### src/rtl/core/exact_rne_recip_rsqrt_mantissa_defines.svh
// Assertion macros shared by the RTL of the reciprocal / rsqrt mantissa unit.
// Define ASSERT_OFF to compile the checks away.
`ifndef EXACT_RNE_RECIP_RSQRT_MANTISSA_DEFINES_SVH
`define EXACT_RNE_RECIP_RSQRT_MANTISSA_DEFINES_SVH
`ifndef ASSERT_OFF
`define ASSERT_IMPLY(label, clk, rst_n, ante, cons) \
    label: assert property (@(posedge clk) disable iff (!rst_n) (ante) |-> (cons)) \
        else $error("implication check failed");
`define ASSERT_ALWAYS(label, clk, rst_n, cond) \
    label: assert property (@(posedge clk) disable iff (!rst_n) (cond)) \
        else $error("invariant check failed");
`else
`define ASSERT_IMPLY(label, clk, rst_n, ante, cons)
`define ASSERT_ALWAYS(label, clk, rst_n, cond)
`endif
`endif

### src/rtl/core/rrsq_pkg.sv
package rrsq_pkg;

    localparam logic [1:0] FUNC_RECIP      = 2'd0;
    localparam logic [1:0] FUNC_RSQRT_EVEN = 2'd1;
    localparam logic [1:0] FUNC_RSQRT_ODD  = 2'd2;

    typedef struct packed {
        logic valid;
        logic is_sqrt;
    } t_ctl;

endpackage

### src/rtl/core/rrsq_cell.sv
`include "exact_rne_recip_rsqrt_mantissa_defines.svh"

module rrsq_cell
    import rrsq_pkg::*;
#(
    parameter int FRAC_BITS = 23
) (
    input  logic                      i_clk,
    input  logic                      i_rst_n,
    input  t_ctl                      i_ctl,
    input  logic [FRAC_BITS:0]        i_m,
    input  logic [2*FRAC_BITS+5:0]    i_x,
    input  logic [2*FRAC_BITS+5:0]    i_d,
    input  logic [FRAC_BITS+1:0]      i_q,
    output t_ctl                      o_ctl,
    output logic [FRAC_BITS:0]        o_m,
    output logic [2*FRAC_BITS+5:0]    o_x,
    output logic [2*FRAC_BITS+5:0]    o_d,
    output logic [FRAC_BITS+1:0]      o_q
);

    localparam int MW = FRAC_BITS + 1;
    localparam int QW = FRAC_BITS + 2;
    localparam int WW = 2 * FRAC_BITS + 6;

    logic [WW:0]   w_diff;
    logic          w_bit;
    logic [WW-1:0] w_rem;
    logic [WW-1:0] w_m_ext;
    logic [MW+1:0] w_m3;
    logic [WW-1:0] w_d2;
    logic [WW-1:0] w_dp;
    logic [WW-1:0] w_dm;

    t_ctl          r_ctl;
    logic [MW-1:0] r_m;
    logic [WW-1:0] r_x;
    logic [WW-1:0] r_d;
    logic [QW-1:0] r_q;
    logic [WW-1:0] n_x;
    logic [WW-1:0] n_d;
    logic [QW-1:0] n_q;
    logic [WW-1:0] w_rm_ext;

    // Trial subtraction of the current subtrahend; a non-negative result sets the digit.
    assign w_diff  = {1'b0, i_x} - {1'b0, i_d};
    assign w_bit   = ~w_diff[WW];
    assign w_rem   = w_bit ? w_diff[WW-1:0] : i_x;

    assign w_m_ext = {{(WW-MW){1'b0}}, i_m};
    assign w_m3    = {2'b00, i_m} + {1'b0, i_m, 1'b0};
    assign w_d2    = {i_d[WW-2:0], 1'b0};

    // For the root the subtrahend is 4*q*m/2^(b+1) + m, scaled to the next digit.
    assign w_dp    = w_d2 + {{(WW-MW-2){1'b0}}, w_m3};
    assign w_dm    = w_d2 - w_m_ext;

    always_comb begin
        if (i_ctl.is_sqrt) begin
            n_x = {w_rem[WW-3:0], 2'b00};
            n_d = w_bit ? w_dp : w_dm;
        end else begin
            n_x = {w_rem[WW-2:0], 1'b0};
            n_d = i_d;
        end
        n_q = {i_q[QW-2:0], w_bit};
    end

    always_ff @(posedge i_clk) begin
        if (!i_rst_n) begin
            r_ctl <= '0;
        end else begin
            r_ctl <= i_ctl;
        end
    end

    always_ff @(posedge i_clk) begin
        r_m <= i_m;
        r_x <= n_x;
        r_d <= n_d;
        r_q <= n_q;
    end

    assign o_ctl = r_ctl;
    assign o_m   = r_m;
    assign o_x   = r_x;
    assign o_d   = r_d;
    assign o_q   = r_q;

    assign w_rm_ext = {{(WW-MW){1'b0}}, r_m};

    `ASSERT_IMPLY(a_recip_divisor_held, i_clk, i_rst_n, r_ctl.valid && !r_ctl.is_sqrt, r_d == w_rm_ext)
    `ASSERT_IMPLY(a_recip_rem_bound, i_clk, i_rst_n, r_ctl.valid && !r_ctl.is_sqrt, r_x < (w_rm_ext << 1))
    `ASSERT_IMPLY(a_sqrt_sub_mod4, i_clk, i_rst_n, r_ctl.valid && r_ctl.is_sqrt, r_d[1:0] == r_m[1:0])

endmodule

### config.mk
export PLATFORM = sky130hd
export DESIGN_NAME = rrsq_cell
export DESIGN_NICKNAME = d
export VERILOG_FILES = /design/src/rtl/core/rrsq_pkg.sv /design/src/rtl/core/rrsq_cell.sv
export VERILOG_INCLUDE_DIRS = /design/src /design/src/rtl/core
export SDC_FILE = /design/constraint.sdc
export NUM_CORES = 1
export LEC_CHECK = 0
export BUFFER_PORTS_ARGS = -buffer_cell sky130_fd_sc_hd__buf_4
export CORE_UTILIZATION = 55
export DETAILED_ROUTE_END_ITERATION = 8
export PLACE_DENSITY = 0.83
export SYNTH_ARGS = -nofsm -noshare
export SYNTH_HDL_FRONTEND = slang
export SYNTH_SLANG_ARGS = --single-unit
### constraint.sdc
create_clock -name i_clk -period 10.5 [get_ports i_clk]
set_clock_uncertainty 0.15 [all_clocks]
set_input_delay 1.575 -clock i_clk [delete_from_list [all_inputs] [get_ports i_clk]]
set_output_delay 1.575 -clock i_clk [all_outputs]
set_load 0.005 [all_outputs]
Word-level counts from Yosys, hierarchy flattened
Cells that the tools add are included.
{"block": "classes", "add_sub_neg": 4, "n_mux": 4, "bitwise": 1}
{"op": "2-to-1 mux 52 bit", "n": 3}
{"op": "subtractor 52 x 52 -> 53 bit", "n": 1}
{"op": "adder 52 x 26 -> 52 bit", "n": 1}
{"op": "subtractor 52 x 24 -> 52 bit", "n": 1}
{"op": "2-to-1 mux 51 bit", "n": 1}
{"op": "adder 24 x 25 -> 26 bit", "n": 1}
{"op": "NOT 1 bit", "n": 1}
{"block": "totals", "reg_bits": 155, "in_bits": 157, "output_inout_bits": 155, "word_cells": 16}

Depth between registers and ports, before layout
{"block": "logic_depth", "depth_word": 4, "ltp_mapped": 16, "mapped_depth_nobuf": 15}

Worst setup path after synthesis
No wires, ideal clock.
{"block": "synth_path", "path_kind": "input -> register", "startpoint": "input i_m[1]", "endpoint": "register r_d[26], in the netlist o_d[26]", "setup_ps": 128, "arrival_ps": 4508, "required_time_ps": 10222, "slack_ps": 5714, "stages": 13, "path_buffers": 0, "cell_sequence": "fa_1 -> ha_1 -> fa_1 -> a211oi_1 -> o211ai_1 -> a21o_1 -> a31oi_1 -> o31a_1 -> o221a_2 -> nor2_1 -> or3_1 -> nand3_1 -> o21ai_0"}
{"block": "synth_between", "elab_chain_len": 4, "word_cells_on_any_way": 5, "classes_between": "add/sub (3); mux (2)"}
{"element": "start: declaration", "line_no": "rrsq_cell.sv:11", "text": "input logic [FRAC_BITS:0] i_m,"}
{"element": "adder 24 x 25 -> 26 bit", "line_no": "rrsq_cell.sv:51", "text": "assign w_m3 = {2'b00, i_m} + {1'b0, i_m, 1'b0};"}
{"element": "adder 52 x 26 -> 52 bit", "line_no": "rrsq_cell.sv:55", "text": "assign w_dp = w_d2 + {{(WW-MW-2){1'b0}}, w_m3};"}
{"element": "2-to-1 mux 52 bit (*)", "line_no": "rrsq_cell.sv:61", "text": "n_d = w_bit ? w_dp : w_dm;"}
{"element": "2-to-1 mux 52 bit (*)", "line_no": "rrsq_cell.sv:59", "text": "if (i_ctl.is_sqrt) begin"}
{"element": "net n_d[26]", "line_no": "rrsq_cell.sv:41", "text": "logic [WW-1:0] n_d;"}
{"element": "end signal: assignment", "line_no": "rrsq_cell.sv:80", "text": "r_d <= n_d;"}
{"element": "end: declaration", "line_no": "rrsq_cell.sv:38", "text": "logic [WW-1:0] r_d;"}
Mark *: on every way through the listed nets, which the timed path passes. The rest lies on a longest branch.
A chain may end at the register's enable or synchronous reset.

Worst setup path after layout
{"block": "layout_path", "startpoint": "input i_d[39]", "endpoint": "register r_d[50], in the netlist o_d[50]"}
{"block": "layout_between", "elab_chain_len": 3, "word_cells_on_any_way": 5, "classes_between": "add/sub (3); mux (2)"}
{"element": "start: declaration", "line_no": "rrsq_cell.sv:13", "text": "input logic [2*FRAC_BITS+5:0] i_d,"}
{"element": "adder 52 x 26 -> 52 bit, or another cell as far along", "line_no": "rrsq_cell.sv:55"}
{"element": "2-to-1 mux 52 bit (*)", "line_no": "rrsq_cell.sv:61"}
{"element": "2-to-1 mux 52 bit (*)", "line_no": "rrsq_cell.sv:59"}
{"element": "net n_d[50]", "line_no": "rrsq_cell.sv:41"}
Marks and branches as above.

==> results_dict.tcl <==
set metrics [dict create \
    synth_ff_type "dfxtp_1" \
    cpMostUsedCell "buf_4" \
    htreeDepth 4 \
    path_class "in -> reg" \
    first_iter_violations 1120 \
    vias 11900 \
    synth_area_per_cell_sq_um 8.29 \
    p_leak_nw 7.00 \
    ir_drop_uv 95.1 \
    cts_resized 0 \
    crit_arrival_ns 6.15 \
    drc 0 \
    cpMaxStageDelayCell "a2111oi_0" \
    relSlewSlack 0.289 \
    placed_area_sq_um 14300 \
    wl_per_cell_um 19.3 \
    post-synth-top-area-cell "dfxtp_1" \
    cts_buffers 17 \
    layout-drive-gt1-share 0.211 \
    clkTransAtPathRegs_ns 0.07 \
    cts_tree "built" \
    cts_hold_buf 0 \
    holdPathStages 1 \
    max-clock-path-buffers 2 \
    ys_ff_latch 154 \
    max_freq_mhz 166 \
    hold_class "in -> reg" \
    first_pass_iters 8 \
    clock-root-buffer "clkbuf_16" \
    yosysTopAreaCellShare 0.262 \
    overflow 0 \
    seq_area_frac_synth 0.262 \
    post_cts_buffers 0 \
    port_buffers 309 \
    start_kind "input pin" \
    initial_core_util 0.560 \
    worstPathRequired_ns 10.64 \
    yosysMostFrequentCell "dfxtp_1" \
    synth_edf_count 0 \
    cts_sinks 154 \
    worstPathCellList "buf_4, inv_1, ha_1, a21o_1, o21bai_1, a2111oi_0, nor2_1, and2_1, a2111oi_4, inv_2, buf_4, nor4_1, a22oi_1, xnor2_1, mux2i_1" \
    synth_fp_nets 1704 \
    vias_per_cell 6.00 \
    grt_use_total 0.345 \
    fin_area_sq_um 14900 \
    grt_first_pass_wirelength_mm 59.4 \
    async_reset_ff_frac 0 \
    endpoint "o_d[50]" \
    syn_area_sq_um 11800 \
    area_delta_synth_final_pct 26.6 \
    hold_viol 0 \
    boundaryPins 312 \
    gp_congestion 0.985 \
    ant_nets 0 \
    status "finished, final reports clean" \
    fin_crit_ns 6.01 \
    fin_setup_tns_ns 0 \
    crit_path_start "i_d[39]" \
    ys_top_cells_by_count "dfxtp_1, a21oi_1, inv_1, nand2_1, ha_1" \
    tightest_slew_ns 1.04 \
    fin_nets 1983 \
    die_height_um 148 \
    synthTopCellsByArea "dfxtp_1, ha_1, mux2i_1, xnor2_1, a21oi_1" \
    synth.distinct_cells 74 \
    drv_slew 0 \
    setup_viol_count_final 0 \
    critical-path-max-stage-delay_ns 0.76 \
    die-area_sq_um 22000 \
    grt_max_degree 67 \
    syn_inst 1421 \
    grt_pass1_vias 11300 \
    post-dp-hpwl_mm 30.4 \
    critPathCaptureType "register" \
    power_density_nw_per_um2 149 \
    post-route-period-util 0.572 \
    holdWs_ns 1.09 \
    grt_antenna_before_repair 0 \
    drt-total-wl_mm 38.3 \
    postLayoutCoreUtil 0.709 \
    cp_max_fo 66 \
    grt_setup_unrepaired "no" \
    die_x_um 148 \
    maxCapViolCount 0 \
    std_cell_rows 53 \
    core_sq_um 21000 \
    yosysWarnings 0 \
]
==> layer usage <==
metal,wire (um),vias up,GRT usage
met3,3410,75,0.0604
met4,1040,0,0.116
met5,0,-,0
li1,-,5689,-
met1,17200,5546,0.486
met2,16700,629,0.531
==> power breakdown <==
part | switching, mW | internal [mW] | total (mW) | leakage (nW)
Clock | 0.289 | 0.393 | 0.682 | 0.314
Combinational | 0.469 | 0.385 | 0.854 | 5.39
Sequential | 0.0223 | 0.661 | 0.683 | 1.30
==> per-stage QoR <==
step | cells | worst slack, ns | power, mW
2_1_floorplan | 1421 | 5.71 | 1.20
3_3_place_gp | 1956 | 4.33 | 1.51
3_5_place_dp | 1956 | 4.23 | 1.53
4_1_cts | 1988 | 4.69 | 2.21
5_1_grt | 1988 | 4.34 | 2.33
6_report | 1989 | 4.49 | 2.22
==> cell usage in the layout, fill, tap and decap left out, types with 24 or more instances in the layout <==
| cell type | n |
|---|---|
| fa_1 | 26 |
| buf_4 | 314 |
| xor2_1 | 30 |
| nand3_1 | 24 |
| nand4_1 | 24 |
| o21ai_0 | 89 |
| mux2i_1 | 83 |
| a21oi_1 | 125 |
| xnor2_1 | 77 |
| nand2_1 | 102 |
| ha_1 | 100 |
| nor2_1 | 97 |
| dfxtp_1 | 154 |
| nor3_1 | 27 |
| o211ai_1 | 24 |
| a21o_1 | 45 |
| inv_1 | 102 |
==> state kept, by name, indices dropped and copies added (netlist names) <==
| register | cells |
|---|---|
| o_x | 51 |
| o_q | 25 |
| o_m | 24 |
| o_d | 52 |
| o_ctl | 2 |
==> layout make-up <==
class | instances | area (sq um)
Clock inverter | 14 | 205
Clock buffer | 18 | 439
Fill cell | 1734 | 6110
Antenna cell | 1 | 2.50
Multi-Input combinational cell | 1109 | 8090
Inverter | 104 | 390
Sequential cell | 154 | 3080
Tap cell | 275 | 344
Timing Repair Buffer | 314 | 2360
==> worst min path at each step <==
stage | startpoint | end | slack, ns
finish | i_q[7] | o_q[8] | 1.09
global route | i_q[11] | o_q[12] | 1.07
CTS | i_q[7] | o_q[8] | 1.08
detailed placement | i_q[0] | o_q[1] | 1.53
global placement | i_q[14] | o_q[15] | 1.53
floorplan | i_m[0] | o_m[0] | 1.45
==> worst max-delay path: cells and delay by family <==
kind | cells | cell delay, ns
AOI/OAI and AO/OA | 5 | 1.64
xor gates and xnor gates | 1 | 0.19
adders and majority gates | 1 | 0.34
buffers and inverters | 4 | 1.15
muxes | 1 | 0.10
and+or+nand+nor | 3 | 1.14
==> kinds of logic after synthesis <==
| kind of cell | share of synthesized area |
|---|---|
| DFF | 0.262 |
| xor gates and xnor gates | 0.0796 |
| AOI/OAI and AO/OA | 0.248 |
| and+or+nand+nor | 0.138 |
| muxes | 0.0705 |
| other | 0.000318 |
| buffers and inverters | 0.0514 |
| adders and majority gates | 0.150 |
Note: power is estimated with default switching activity, not from simulation.
