**src/rtl/core/exact_rne_recip_rsqrt_mantissa_defines.svh**
```systemverilog
// Assertion macros shared by the RTL of the reciprocal / rsqrt mantissa unit.
// Define ASSERT_OFF to compile the checks away.
`ifndef EXACT_RNE_RECIP_RSQRT_MANTISSA_DEFINES_SVH
`define EXACT_RNE_RECIP_RSQRT_MANTISSA_DEFINES_SVH
`ifndef ASSERT_OFF
`define ASSERT_IMPLY(label, clk, rst_n, ante, cons) \
    label: assert property (@(posedge clk) disable iff (!rst_n) (ante) |-> (cons)) \
        else $error("implication check failed");
`define ASSERT_ALWAYS(label, clk, rst_n, cond) \
    label: assert property (@(posedge clk) disable iff (!rst_n) (cond)) \
        else $error("invariant check failed");
`else
`define ASSERT_IMPLY(label, clk, rst_n, ante, cons)
`define ASSERT_ALWAYS(label, clk, rst_n, cond)
`endif
`endif

```
**src/rtl/core/rrsq_pkg.sv**
```systemverilog
package rrsq_pkg;

    localparam logic [1:0] FUNC_RECIP      = 2'd0;
    localparam logic [1:0] FUNC_RSQRT_EVEN = 2'd1;
    localparam logic [1:0] FUNC_RSQRT_ODD  = 2'd2;

    typedef struct packed {
        logic valid;
        logic is_sqrt;
    } t_ctl;

endpackage

```
**src/rtl/core/rrsq_round.sv**
```systemverilog
module rrsq_round
    import rrsq_pkg::*;
#(
    parameter int FRAC_BITS = 23
) (
    input  logic                      i_clk,
    input  logic                      i_rst_n,
    input  t_ctl                      i_ctl,
    input  logic [2*FRAC_BITS+5:0]    i_x,
    input  logic [2*FRAC_BITS+5:0]    i_d,
    input  logic [FRAC_BITS+1:0]      i_q,
    output logic                      o_valid,
    output logic [FRAC_BITS+1:0]      o_result
);

    localparam int QW = FRAC_BITS + 2;

    logic          w_up;
    logic          r_valid;
    logic [QW-1:0] r_result;
    logic [QW-1:0] n_result;

    // The scaled remainder against the half-step term decides rounding; a tie
    // goes to the even quotient.
    assign w_up     = (i_x > i_d) || ((i_x == i_d) && i_q[0]);
    assign n_result = i_q + {{(QW-1){1'b0}}, w_up};

    always_ff @(posedge i_clk) begin
        if (!i_rst_n) begin
            r_valid <= 1'b0;
        end else begin
            r_valid <= i_ctl.valid;
        end
    end

    always_ff @(posedge i_clk) begin
        r_result <= n_result;
    end

    assign o_valid  = r_valid;
    assign o_result = r_result;

endmodule
```
**config.mk**
```make
export PLATFORM = sky130hd
export DESIGN_NAME = rrsq_round
export DESIGN_NICKNAME = d
export VERILOG_FILES = /design/src/rtl/core/exact_rne_recip_rsqrt_mantissa_defines.svh /design/src/rtl/core/rrsq_pkg.sv /design/src/rtl/core/rrsq_round.sv
export SDC_FILE = /design/constraint.sdc
export NUM_CORES = 1
export LEC_CHECK = 0
export BUFFER_PORTS_ARGS = -buffer_cell sky130_fd_sc_hd__buf_4
export CORE_ASPECT_RATIO = 0.5
export CORE_MARGIN = 2
export CORE_UTILIZATION = 42
export DETAILED_ROUTE_END_ITERATION = 16
export PLACE_DENSITY = 0.81
export SYNTH_ARGS = -nofsm -noshare
export SYNTH_HDL_FRONTEND = slang
export SYNTH_SLANG_ARGS = --single-unit
```
**constraint.sdc**
```tcl
create_clock -name i_clk -period 3.6 [get_ports i_clk]
set_input_delay 0.18 -clock i_clk [delete_from_list [all_inputs] [get_ports i_clk]]
set_output_delay 0.18 -clock i_clk [all_outputs]
set_load 0.005 [all_outputs]
```
; ---- Word-level counts from Yosys, hierarchy flattened
; Cells that the tools add are included.
[totals]
register_bits = 26
inputBits = 133
wordCells = 7
output_inout_bits = 26
[classes]
n_addsub = 1
n_reduce_logical = 2
n_lt_le_gt_ge = 1
n_eq_ne = 1
[op_table]
columns = operator, n
row1 = 52-bit == test, 1
row2 = 52-bit > comparator, 1
row3 = 25-bit by 1-bit adder with 25-bit output, 1
row4 = 1-bit logical AND, 1
row5 = 1-bit logical OR, 1

; ---- Depth between registers and ports, before layout
; Gate-level depths: netlist of the first run.
[depth]
word_depth = 4
depth_mapped = 15
mapped_depth_nobuf = 15

; ---- Worst setup path after synthesis of the first run
; OpenSTA, ideal clock, no wires.
[synth_timing]
path_kind = input-to-reg
start = input port i_d[50]
end = register r_result[22] (netlist: o_result[22])
setup_slack_ns = 0.965
required_time_ns = 3.528
t_arrival_ns = 2.563
setup_time_ns = 0.072
path_buffers = 0
stages = 15
cell_sequence = inv_1 ha_1 nand4_4 nor4_4 nand4_2 and3_1 o21ai_1 nand3_1 ha_1 ha_1 and2_2 and3_1 and2_4 nand3_1 xnor2_1
[synth_via]
elab_chain_len = 4
word_cells_on_any_way = 5
cone_classes = add/sub (1) / order compare (1) / eq/ne (1) / reduce/logical (2)
[synth_rtl]
columns = item, line
row1 = "start, declared", rrsq_round.sv:10  ; input logic [2*FRAC_BITS+5:0] i_d,
row2 = "parallel branches: the longest is 2 deep, another holds 52-bit > comparator", -
row3 = 1-bit logical OR *, rrsq_round.sv:25  ; assign w_up = (i_x > i_d) || ((i_x == i_d) && i_q[0]);
row4 = 25-bit by 1-bit adder with 25-bit output *, rrsq_round.sv:26  ; assign n_result = i_q + {{(QW-1){1'b0}}, w_up};
row5 = via n_result[22], rrsq_round.sv:21  ; logic [QW-1:0] n_result;
row6 = "end signal, assigned", rrsq_round.sv:37  ; r_result <= n_result;
row7 = "end, declared", rrsq_round.sv:20  ; logic [QW-1:0] r_result;
; Mark *: on every way through the listed nets, which the timed path passes.
; A chain may end at the register's enable or synchronous reset.

; ---- Worst setup path after layout of the first run
[layout_timing]
start = input port i_x[34]
end = register r_result[24] (netlist: o_result[24])
[layout_via]
elab_chain_len = 4
word_cells_on_any_way = 5
cone_classes = add/sub (1) / order compare (1) / eq/ne (1) / reduce/logical (2)
[layout_rtl]
columns = item, line
row1 = "start, declared", rrsq_round.sv:9  ; input logic [2*FRAC_BITS+5:0] i_x,
row2 = "parallel branches: the longest is 2 deep, another holds 52-bit > comparator", -
row3 = 1-bit logical OR *, rrsq_round.sv:25
row4 = 25-bit by 1-bit adder with 25-bit output *, rrsq_round.sv:26
row5 = via n_result[24], rrsq_round.sv:21
; Marked as above.

==> results of run 1 <==
==> metrics by stage <==
step	setup WS [ns]	utilization	instances
floorplan	0.9647	-	276
global placement	0.6122	0.6664	506
detailed placement	0.5336	0.6664	506
CTS	0.8189	0.6766	510
global route	0.5873	0.6766	510
finish	0.8567	0.6766	510
==> worst max-delay path by stage <==
stage	start	endpoint	slack, ns	cells after the start
after floorplan	i_d[50]	o_result[22]	0.96	15
after global placement	i_x[34]	o_result[24]	0.61	15
final	i_x[34]	o_result[24]	0.86	15
after CTS	i_x[34]	o_result[24]	0.82	15
after global routing	i_x[34]	o_result[20]	0.59	15
after detailed placement	i_x[34]	o_result[24]	0.53	15
==> registers in the layout, indices dropped and copies added, names as in the netlist <==
| name | cells |
|---|---|
| o_result | 25 |
| o_valid | 1 |
==> per-layer routing <==
metal,up-vias,part of all wire,GRT usage
met3,6,0.087,0.02787
met5,-,0,0
met4,0,0.010,0.05967
met1,1095,0.39,0.2136
li1,1286,-,-
met2,74,0.51,0.3527
==> layout make-up <==
type | count | area, um^2
multi-input cells | 198 | 1627
inverters | 52 | 195.2
clock buffers | 4 | 55.05
well taps | 73 | 91.34
flip-flops and latches | 26 | 520.5
fillers | 468 | 1753
repair buffers | 157 | 1179
==> placed cells by master (no fill, tap or decap), types with 2 or more instances in the layout <==
cell type / instances
ha_1: 55
nand2b_1: 2
buf_4: 157
dfxtp_1: 26
a211oi_1: 4
xnor2_1: 17
clkbuf_8: 4
xor2_1: 6
a21o_1: 2
and4_1: 3
and3_1: 9
nand4_2: 3
o21ai_1: 2
nor3_1: 2
inv_1: 52
nor2_1: 5
nand2_1: 16
nand4_1: 14
nand3_1: 18
nor4_4: 2
o21ai_0: 7
a21oi_1: 20
a221oi_1: 2
==> cells by family after synthesis <==
| group | Yosys count |
|---|---|
| xor+xnor | 23 |
| buf+inv | 52 |
| simple gates | 80 |
| compound gates | 40 |
| fa+ha+maj | 55 |
| flops | 26 |
==> report_power, final <==
part	switching (mW)	internal, mW
registers	0.00485	0.307
clock network	0.0872	0.0977
logic	0.123	0.183
total	0.215	0.588
==> reports/metrics.cfg, run 1 <==
[finish]
area_growth_pct=56.57
layout.nets=626
final_area_mm2=0.003667
drive_above_1_share=0.3890
antenna_cells=0

[clock_network]
h-tree-depth=1
cts_tree=built
cts_num_sinks=26
root_buffer=clkbuf_8
clkSlewWorstSetupHoldPaths_ns=0.08
cts_hold_buf=0
cts_setup_buffers=0
cts.repair.resized=0
cts_inserted_buffers=3
clock_path_buffers=2

[die]
coreArea_mm2=0.005420
dieWidth_um=109.6
initial_core_util=0.4321
rows=19
die_h_um=56.81
dieArea_mm2=0.006226
io_pins=159

[logic_synthesis]
async_flop_share=0
muxShareOfSynthArea=0
yosys_warnings=0
ys_types=30
avgSynthCellArea_um2=8.486
syn_nets=464
synth_top_area_cell=ha_1
synth_compound_area_frac=0.09882
synth_top_area_share=0.2938
syn_inst=276
synth_top_family_by_area=adder cells
yosysSeqAreaShare=0.2222
synth_edf_count=0
synthAdderAreaFrac=0.2938
synth_area_leaders=ha_1 (29%), dfxtp_1 (22%), inv_1 (8.3%)
ys_top_cells_by_count=ha_1 (55), inv_1 (52), dfxtp_1 (26)
synth_simple_gate_area_share=0.2158
synthXorXnorAreaFrac=0.08600
yosysMostFrequentCell=ha_1
synth_flop_cell=dfxtp_1
mappedNetlistArea_mm2=0.002342
ys_seq_elements=26

[global_routing]
grtUsageTotal=0.1865
first_global_vias=2294
grt_first_pass_wirelength_um=9425
grt-ovfl-total=0
antenna_found_initial=0
grt_start_max_net_pins=15

[critical_path]
critical_path_buf_inv_count=1
crit_fanout=4
cp.arrival_ns=2.95
crit_type=in -> reg
critPathTopFamily=simple AND/OR/NAND/NOR gates
crit_required_ns=3.80
path_cells=buf_4, ha_1, nand4_2, nor4_2, nand4_2, and3_1, o21ai_1, nand3_1, ha_1, ha_1, and2_2, and3_1, and2_4, nand3_1, xnor2_1
end_kind=flip-flop
crit_top_cell=ha_1
startpoint_type=primary input
cp_slowest_cell=nor4_2
critical-path-max-stage-delay_ns=0.42

[worst_hold_path]
whs_endpoint=o_result[8]
holdPathStages=2
hold_start=i_q[8]
min_path_type=in -> reg

[timing]
fmax_ghz=0.3645
finalHoldViolCount=0
setup-tns-final_ns=0
rsz0062_at_grt=false
worst_pin_slew_ns=0.3497
worst_hold_slack_ns=0.09219
slew_headroom=0.7649
period_needed_ns=2.743
setup_viol=0
fin_crit_sh=0.7620
maxSlewViolCount=0

[routing]
vias=2461
viasPerCell=4.825
drt-pass1-iter-count=4
wirelength_um=5788
drc_errors=0
wl_per_cell_um=11.35
drt-initial-drc-count=71
postRouteAntennaNets=0

[place]
placed_area_mm2=0.003612
routabilityCongestion=0.8047
portBuffers=157
dpl.hpwl_um=5228

[power]
ir_drop_uv=245.5
p_leak_nw=2.042
p_per_area_mw_per_mm2=218.9
power_mw=0.8027

[job]
drv_cap=0

[status]
status=finished, final reports clean

Note: power is estimated with default switching activity, not from simulation.
==> run 2: changes to the inputs <==
- ABC_AREA: default -> 1
- CORE_UTILIZATION: 42 -> 39
- PLACE_DENSITY: 0.81 -> 0.77
- clock period: 3.6 -> 2.4 ns (I/O delays scaled with it)
==> run 2 against run 1 <==
  * The flow now finishes with violations (setup timing)
  * Worst hold slack got worse by 0.051 ns
  * Wire length rose by 24%
  * Sequential cell count unchanged
  * Final cell count rose by 23%
  * Clock power increased by 91%
  * First-iteration DRC count rose by 28%
  * Setup slack lost 1.0 ns
  * Global-route usage decreased by 1.2 points
  * Synthesized area rose by 8.1%
  * Highest routed layer unchanged
  * Via count is 13% higher
  * Critical path depth rose by 8
==> reports/metrics.cfg, run 2 <==
[clock_network]
cts_tree=built
cts_inserted_buffers=3  ; unchanged
clock_path_buffers=2  ; unchanged
root_buffer=clkbuf_16
h-tree-depth=1  ; unchanged
clkSlewWorstSetupHoldPaths_ns=0.06  ; -0.02 ns
cts_num_sinks=26  ; unchanged

[logic_synthesis]
synth_top_area_share=0.2719  ; -0.02193
syn_nets=544  ; +17%
ys_types=25  ; -17%
yosysSeqAreaShare=0.2056  ; -0.01659
synth_edf_count=0  ; unchanged
synth_flop_cell=dfxtp_1
yosysMostFrequentCell=inv_1
avgSynthCellArea_um2=7.110  ; -16%
yosys_warnings=0  ; unchanged
ys_seq_elements=26  ; unchanged
syn_inst=356  ; +29%
synth_top_area_cell=ha_1
synth_area_leaders=ha_1 (27%), dfxtp_1 (21%), inv_1 (13%)
mappedNetlistArea_mm2=0.002531  ; +8.1%
ys_top_cells_by_count=inv_1 (86), nand2_1 (76), ha_1 (55)
async_flop_share=0  ; unchanged

[finish]
drive_above_1_share=0.4954  ; +0.1063
fin_cells=627  ; +23%
multiInputGateArea_mm2=0.002121  ; +30%
largest_register_ffs=25  ; unchanged
fin_util=0.7330  ; +0.05640
n_fill_cell=514  ; +9.8%
final_common_cell=buf_4
area_growth_pct=78.99
layout.nets=729  ; +16%
final_cell_mix=buf_4 (174), inv_1 (68), nand2_1 (59)
register_area_um2=520.5  ; unchanged
antenna_cells=0  ; unchanged

[critical_path]
startpoint_type=primary input
crit_fanout=4  ; unchanged
cp.arrival_ns=2.72  ; -0.23 ns
crit_required_ns=2.58  ; -1.22 ns
path_cells=buf_4, ha_1, nand2_1, nor2_2, nand4_1, nor2_1, nand2_1, nand2_1, nor2_1, nand3_1, nand2_2, inv_2, ha_4, ha_4, nand3_4, nor2_4, nand2_4, nor2_4, nand2_4, nor2_8, nand2_4, nor2_4, xor2_1
cp_slowest_cell=ha_1
crit_type=in -> reg
end_kind=flip-flop
critical-path-max-stage-delay_ns=0.28  ; -0.14 ns

[timing]
worst_pin_slew_ns=0.4050  ; +0.05534 ns
worst_hold_slack_ns=0.04158  ; -0.05061 ns
slew_headroom=0.7275  ; -0.03744
finalHoldViolCount=0  ; unchanged
period_needed_ns=2.539
fin_crit_sh=1.058
setup-tns-final_ns=-0.6941  ; -0.6941 ns
setup_slack_ns=-0.1388  ; -0.9955 ns
rsz0062_at_grt=true
fmax_ghz=0.3939
maxSlewViolCount=0  ; unchanged
setup_viol=6  ; +6

[global_routing]
antenna_found_initial=0  ; unchanged
grt_first_pass_wirelength_um=10520  ; +12%
grt_start_max_net_pins=14  ; -1
first_global_vias=2546  ; +11%
grtUsageTotal=0.1742  ; -0.01223
grt-ovfl-total=0  ; unchanged

[worst_hold_path]
holdPathStages=3  ; +1
min_path_type=in -> reg

[power]
p_int_mw=1.020  ; +74%
p_clk_frac=0.250  ; +0.020
p_per_area_mw_per_mm2=313.1  ; +43%
ir_drop_uv=238.1  ; -3.0%
switching_share=0.2809  ; +0.01296
p_leak_nw=2.499  ; +22%
p_seq_frac=0.330  ; -0.058
switchingPower_mw=0.3984  ; +85%
comb_power_share=0.420  ; +0.039

[routing]
postRouteAntennaNets=0  ; unchanged
viasPerCell=4.451  ; -7.8%
wirelength_um=7205  ; +24%
wl_per_cell_um=11.49  ; +1.3%
drt-pass1-iter-count=4  ; unchanged
vias=2791  ; +13%
drc_errors=0  ; unchanged
drt-initial-drc-count=91  ; +28%

[die]
dieWidth_um=117.9  ; +7.6%
initial_core_util=0.4095  ; -0.02262
die_h_um=60.97  ; +7.3%
rows=20  ; +1
io_pins=159  ; unchanged
dieArea_mm2=0.007190  ; +15%
coreArea_mm2=0.006181  ; +14%

[status]
status=finished with violations
violations=setup timing

[place]
routabilityCongestion=0.8171  ; +1.5%
place_inst=614  ; +21%
portBuffers=157  ; unchanged
dpl.hpwl_um=5686  ; +8.8%

[job]
drv_cap=0  ; unchanged

[run 2: changes by cell type after synthesis, moves of 5 or more]
| cell | change |
|---|---|
| inv_1 | +34 |
| nor2_1 | +18 |
| xnor2_1 | -6 |
| and3_1 | -9 |
| nand2_1 | +60 |
| nand3_1 | -12 |
| xor2_1 | +6 |
| nand4_1 | -5 |
[run 2: layer usage]
metal	share of wire	wire (um)	global-route usage	up-vias
met3	0.039	278	0.01786	12
li1	-	-	-	1477
met2	0.55	3955	0.3555	81
met1	0.40	2863	0.2025	1221
met4	0.015	108	0.04647	0
met5	0	0	0	-
[run 2: cell type report]
| cell class | instances | share of cell area |
|---|---|---|
| inverter | 86 | 0.07291 |
| multi-input combinational | 244 | 0.4681 |
| sequential | 26 | 0.1149 |
| tap | 88 | 0.02430 |
| clock buffer | 3 | 0.01657 |
| timing repair buffer | 180 | 0.3032 |
[run 2: power by group through the flow]
stage,clock network (mW),registers (mW),logic (mW)
3_3_place_gp,0,0.478,0.480
4_1_cts,0.362,0.468,0.498
3_5_place_dp,0,0.478,0.493
6_report,0.354,0.468,0.596
2_1_floorplan,0,0.482,0.203
5_1_grt,0.388,0.470,0.668
[run 2: cell families after synthesis]
| group | synth area share |
|---|---|
| AOI/OAI and AO/OA | 0.07118 |
| xor gates and xnor gates | 0.07958 |
| adders and majority gates | 0.2719 |
| buffers and inverters | 0.1275 |
| DFF | 0.2056 |
| and+or+nand+nor | 0.2442 |
[run 2: path summary, 6_finish.rpt]
check                start           end  slack [ns]
setup / recovery   i_x[33]  o_result[18]       -0.14
hold / removal    i_ctl[1]       o_valid        0.04
[run 2: critical path, delay by kind of cell]
kind | cells | cell delay [ns]
adder cells (fa/ha/maj) | 3 | 0.57
AND/OR/NAND/NOR | 17 | 1.70
XOR/XNOR | 1 | 0.14
buffers and inverters | 2 | 0.18
[run 2: through the flow]
stage	total power, mW	area (um^2)	worst slack, ns
after floorplan	0.6845	2556	0.009477
after global placement	0.9580	3943	-0.2428
after detailed placement	0.9714	3943	-0.3260
after CTS	1.328	4050	0.01227
after global routing	1.525	4531	-0.3163
final	1.418	4531	-0.1388
[run 2: repair_timing]
action,4_1_cts,5_1_grt
buffers inserted,3,7
gates resized for setup,2,85
endpoints found under the setup margin,4,15
hold buffers,0,0
pin swaps,2,45
==> run 3: changes to the inputs <==
- CORE_ASPECT_RATIO: 0.5 -> 0.6
==> run 3 against run 2 <==
  * The run still ends with setup timing left
  * Via count rose by 3.3%
  * Design area rose by 1.7%
  * First-iteration DRC count shrank 7.7%
  * Global-route usage grew 3.1 points
  * Sequential power hardly changed
  * Die area decreased by 0.25%
  * Worst hold slack got worse by 0.019 ns
  * Sequential cell count is the same
  * Fmax is 5.4% higher
  * Sequential share of layout area fell by 0.19 points
  * Wire length increased by 14%
  * Total power rose by 2.4%
  * Critical path type unchanged
==> reports/metrics.cfg, run 3 (same netlist as run 2, synthesis figures left out) <==
[die]
coreArea_mm2=0.006193  ; +0.20%
dieArea_mm2=0.007172  ; -0.25%
dieWidth_um=108.0  ; -8.4%
initial_core_util=0.4087  ; -0.0008273
io_pins=159  ; unchanged
die_h_um=66.40  ; +8.9%
rows=22  ; +10%

[clock_network]
cts_hold_buf=0  ; unchanged
cts_num_sinks=26  ; unchanged
clkSlewWorstSetupHoldPaths_ns=0.09  ; +0.03 ns
root_buffer=clkbuf_8
cts_inserted_buffers=3  ; unchanged
cts_tree=built
clock_path_buffers=2  ; unchanged
h-tree-depth=1  ; unchanged

[place]
portBuffers=157  ; unchanged
dpl.hpwl_um=6556  ; +15%
pre_cts_slack_ns=-0.5089  ; -0.1830 ns
routabilityCongestion=0.8833  ; +8.1%
placed_area_mm2=0.003953  ; +0.25%

[finish]
area_growth_pct=81.96
final_common_cell=buf_4
register_area_um2=520.5  ; unchanged
n_fill_cell=461  ; -10%
final_cell_mix=buf_4 (169), inv_1 (66), nand2_1 (61)
layout.nets=730  ; +0.14%
multiInputGateArea_mm2=0.002170  ; +2.3%
drive_above_1_share=0.5065  ; +0.01111
antenna_cells=0  ; unchanged
final_area_mm2=0.004606  ; +1.7%
largest_register_ffs=25  ; unchanged

[routing]
postRouteAntennaNets=0  ; unchanged
wl_per_cell_um=13.17  ; +15%
vias=2883  ; +3.3%
drc_errors=0  ; unchanged
drt-initial-drc-count=84  ; -7.7%
wirelength_um=8229  ; +14%
drt-pass1-iter-count=4  ; unchanged
viasPerCell=4.613  ; +3.6%

[timing]
worst_pin_slew_ns=0.4040  ; -0.001014 ns
period_needed_ns=2.409  ; -0.1299 ns
setup_slack_ns=-0.008916  ; +0.1299 ns
fin_crit_sh=1.004  ; -0.05412
setup_viol=1  ; -5
rsz0062_at_grt=true
maxSlewViolCount=0  ; unchanged
slew_headroom=0.7278  ; about the same
finalHoldViolCount=0  ; unchanged
fmax_ghz=0.4151  ; +5.4%

[power]
p_leak_nw=2.494  ; -0.18%
p_per_area_mw_per_mm2=315.4  ; +0.74%
ir_drop_uv=189.8  ; -20%

[critical_path]
cp.arrival_ns=2.60  ; -0.12 ns
crit_required_ns=2.60  ; +0.02 ns
crit_fanout=4  ; unchanged
startpoint_type=primary input
end_kind=flip-flop
crit_type=in -> reg

[status]
status=finished with violations
violations=setup timing

[global_routing]
grtUsageTotal=0.2050  ; +0.03073
first_global_vias=2675  ; +5.1%
antenna_found_initial=0  ; unchanged
grt_start_max_net_pins=16  ; +2
grt_first_pass_wirelength_um=11650  ; +11%
grt-ovfl-total=0  ; unchanged

[job]
drv_cap=0  ; unchanged

[worst_hold_path]
holdPathStages=2  ; -1
min_path_type=in -> reg

==> run 3: path summary, 6_finish.rpt <==
check / from / end / slack, ns
worst max-delay path: i_d[33] / o_result[18] / -0.009
worst min-delay path: i_q[24] / o_result[24] / 0.02
==> run 3: area by class of cell <==
class	instances	share of cell area
clock buffer	3	0.008965
clock inverter	1	0.006520
inverter	86	0.07281
multi-input combinational	244	0.4711
sequential	26	0.1130
tap	84	0.02282
timing repair buffer	181	0.3048
==> run 3: per-layer routing <==
metal,vias up,GRT usage,part of all wire
met3,6,0.03054,0.057
met2,97,0.3546,0.49
met4,0,0.02083,0.0067
met5,-,0,0
li1,1476,-,-
met1,1304,0.2798,0.44
==> run 3: worst max-delay path, stage by stage <==
cell,delay [ns]
buf_4,0.07
inv_1,0.05
ha_4,0.28
a21oi_1,0.08
o21ai_0,0.35
a21oi_1,0.08
nand2_1,0.10
nand2_1,0.06
nand3_1,0.08
nand2_1,0.07
inv_2,0.08
ha_4,0.14
ha_4,0.15
nand3_4,0.08
nor2_4,0.10
nand2_2,0.08
nor2_4,0.12
nand2_4,0.08
nor2_8,0.11
nand2_4,0.08
nor2_4,0.08
xor2_1,0.16
==> run 3: where the power goes <==
group	total, mW	internal [mW]	switching, mW
logic	0.630	0.354	0.276
clock network	0.354	0.223	0.131
registers	0.469	0.460	0.00822
==> run 3: timing repair <==
action / 4_1_cts / 5_1_grt
resized for setup: 10 / 91
buffers inserted: 1 / 8
endpoints found under the setup margin: 12 / 12
gates cloned: 0 / 0
pin swaps: 4 / 29
==> run 3: metrics by stage <==
| stage | setup TNS [ns] | power (mW) | hold slack, ns | std cells | utilization |
|---|---|---|---|---|---|
| 2_1_floorplan | 0 | 0.6845 | 0.2127 | 356 | - |
| 3_3_place_gp | -4.341 | 0.9663 | 0.3035 | 612 | 0.6382 |
| 3_5_place_dp | -5.672 | 0.9816 | 0.3059 | 612 | 0.6382 |
| 4_1_cts | 0 | 1.344 | 0.01645 | 617 | 0.6574 |
| 5_1_grt | -1.119 | 1.554 | 0.01386 | 625 | 0.7436 |
| 6_report | -0.008916 | 1.453 | 0.02229 | 625 | 0.7436 |
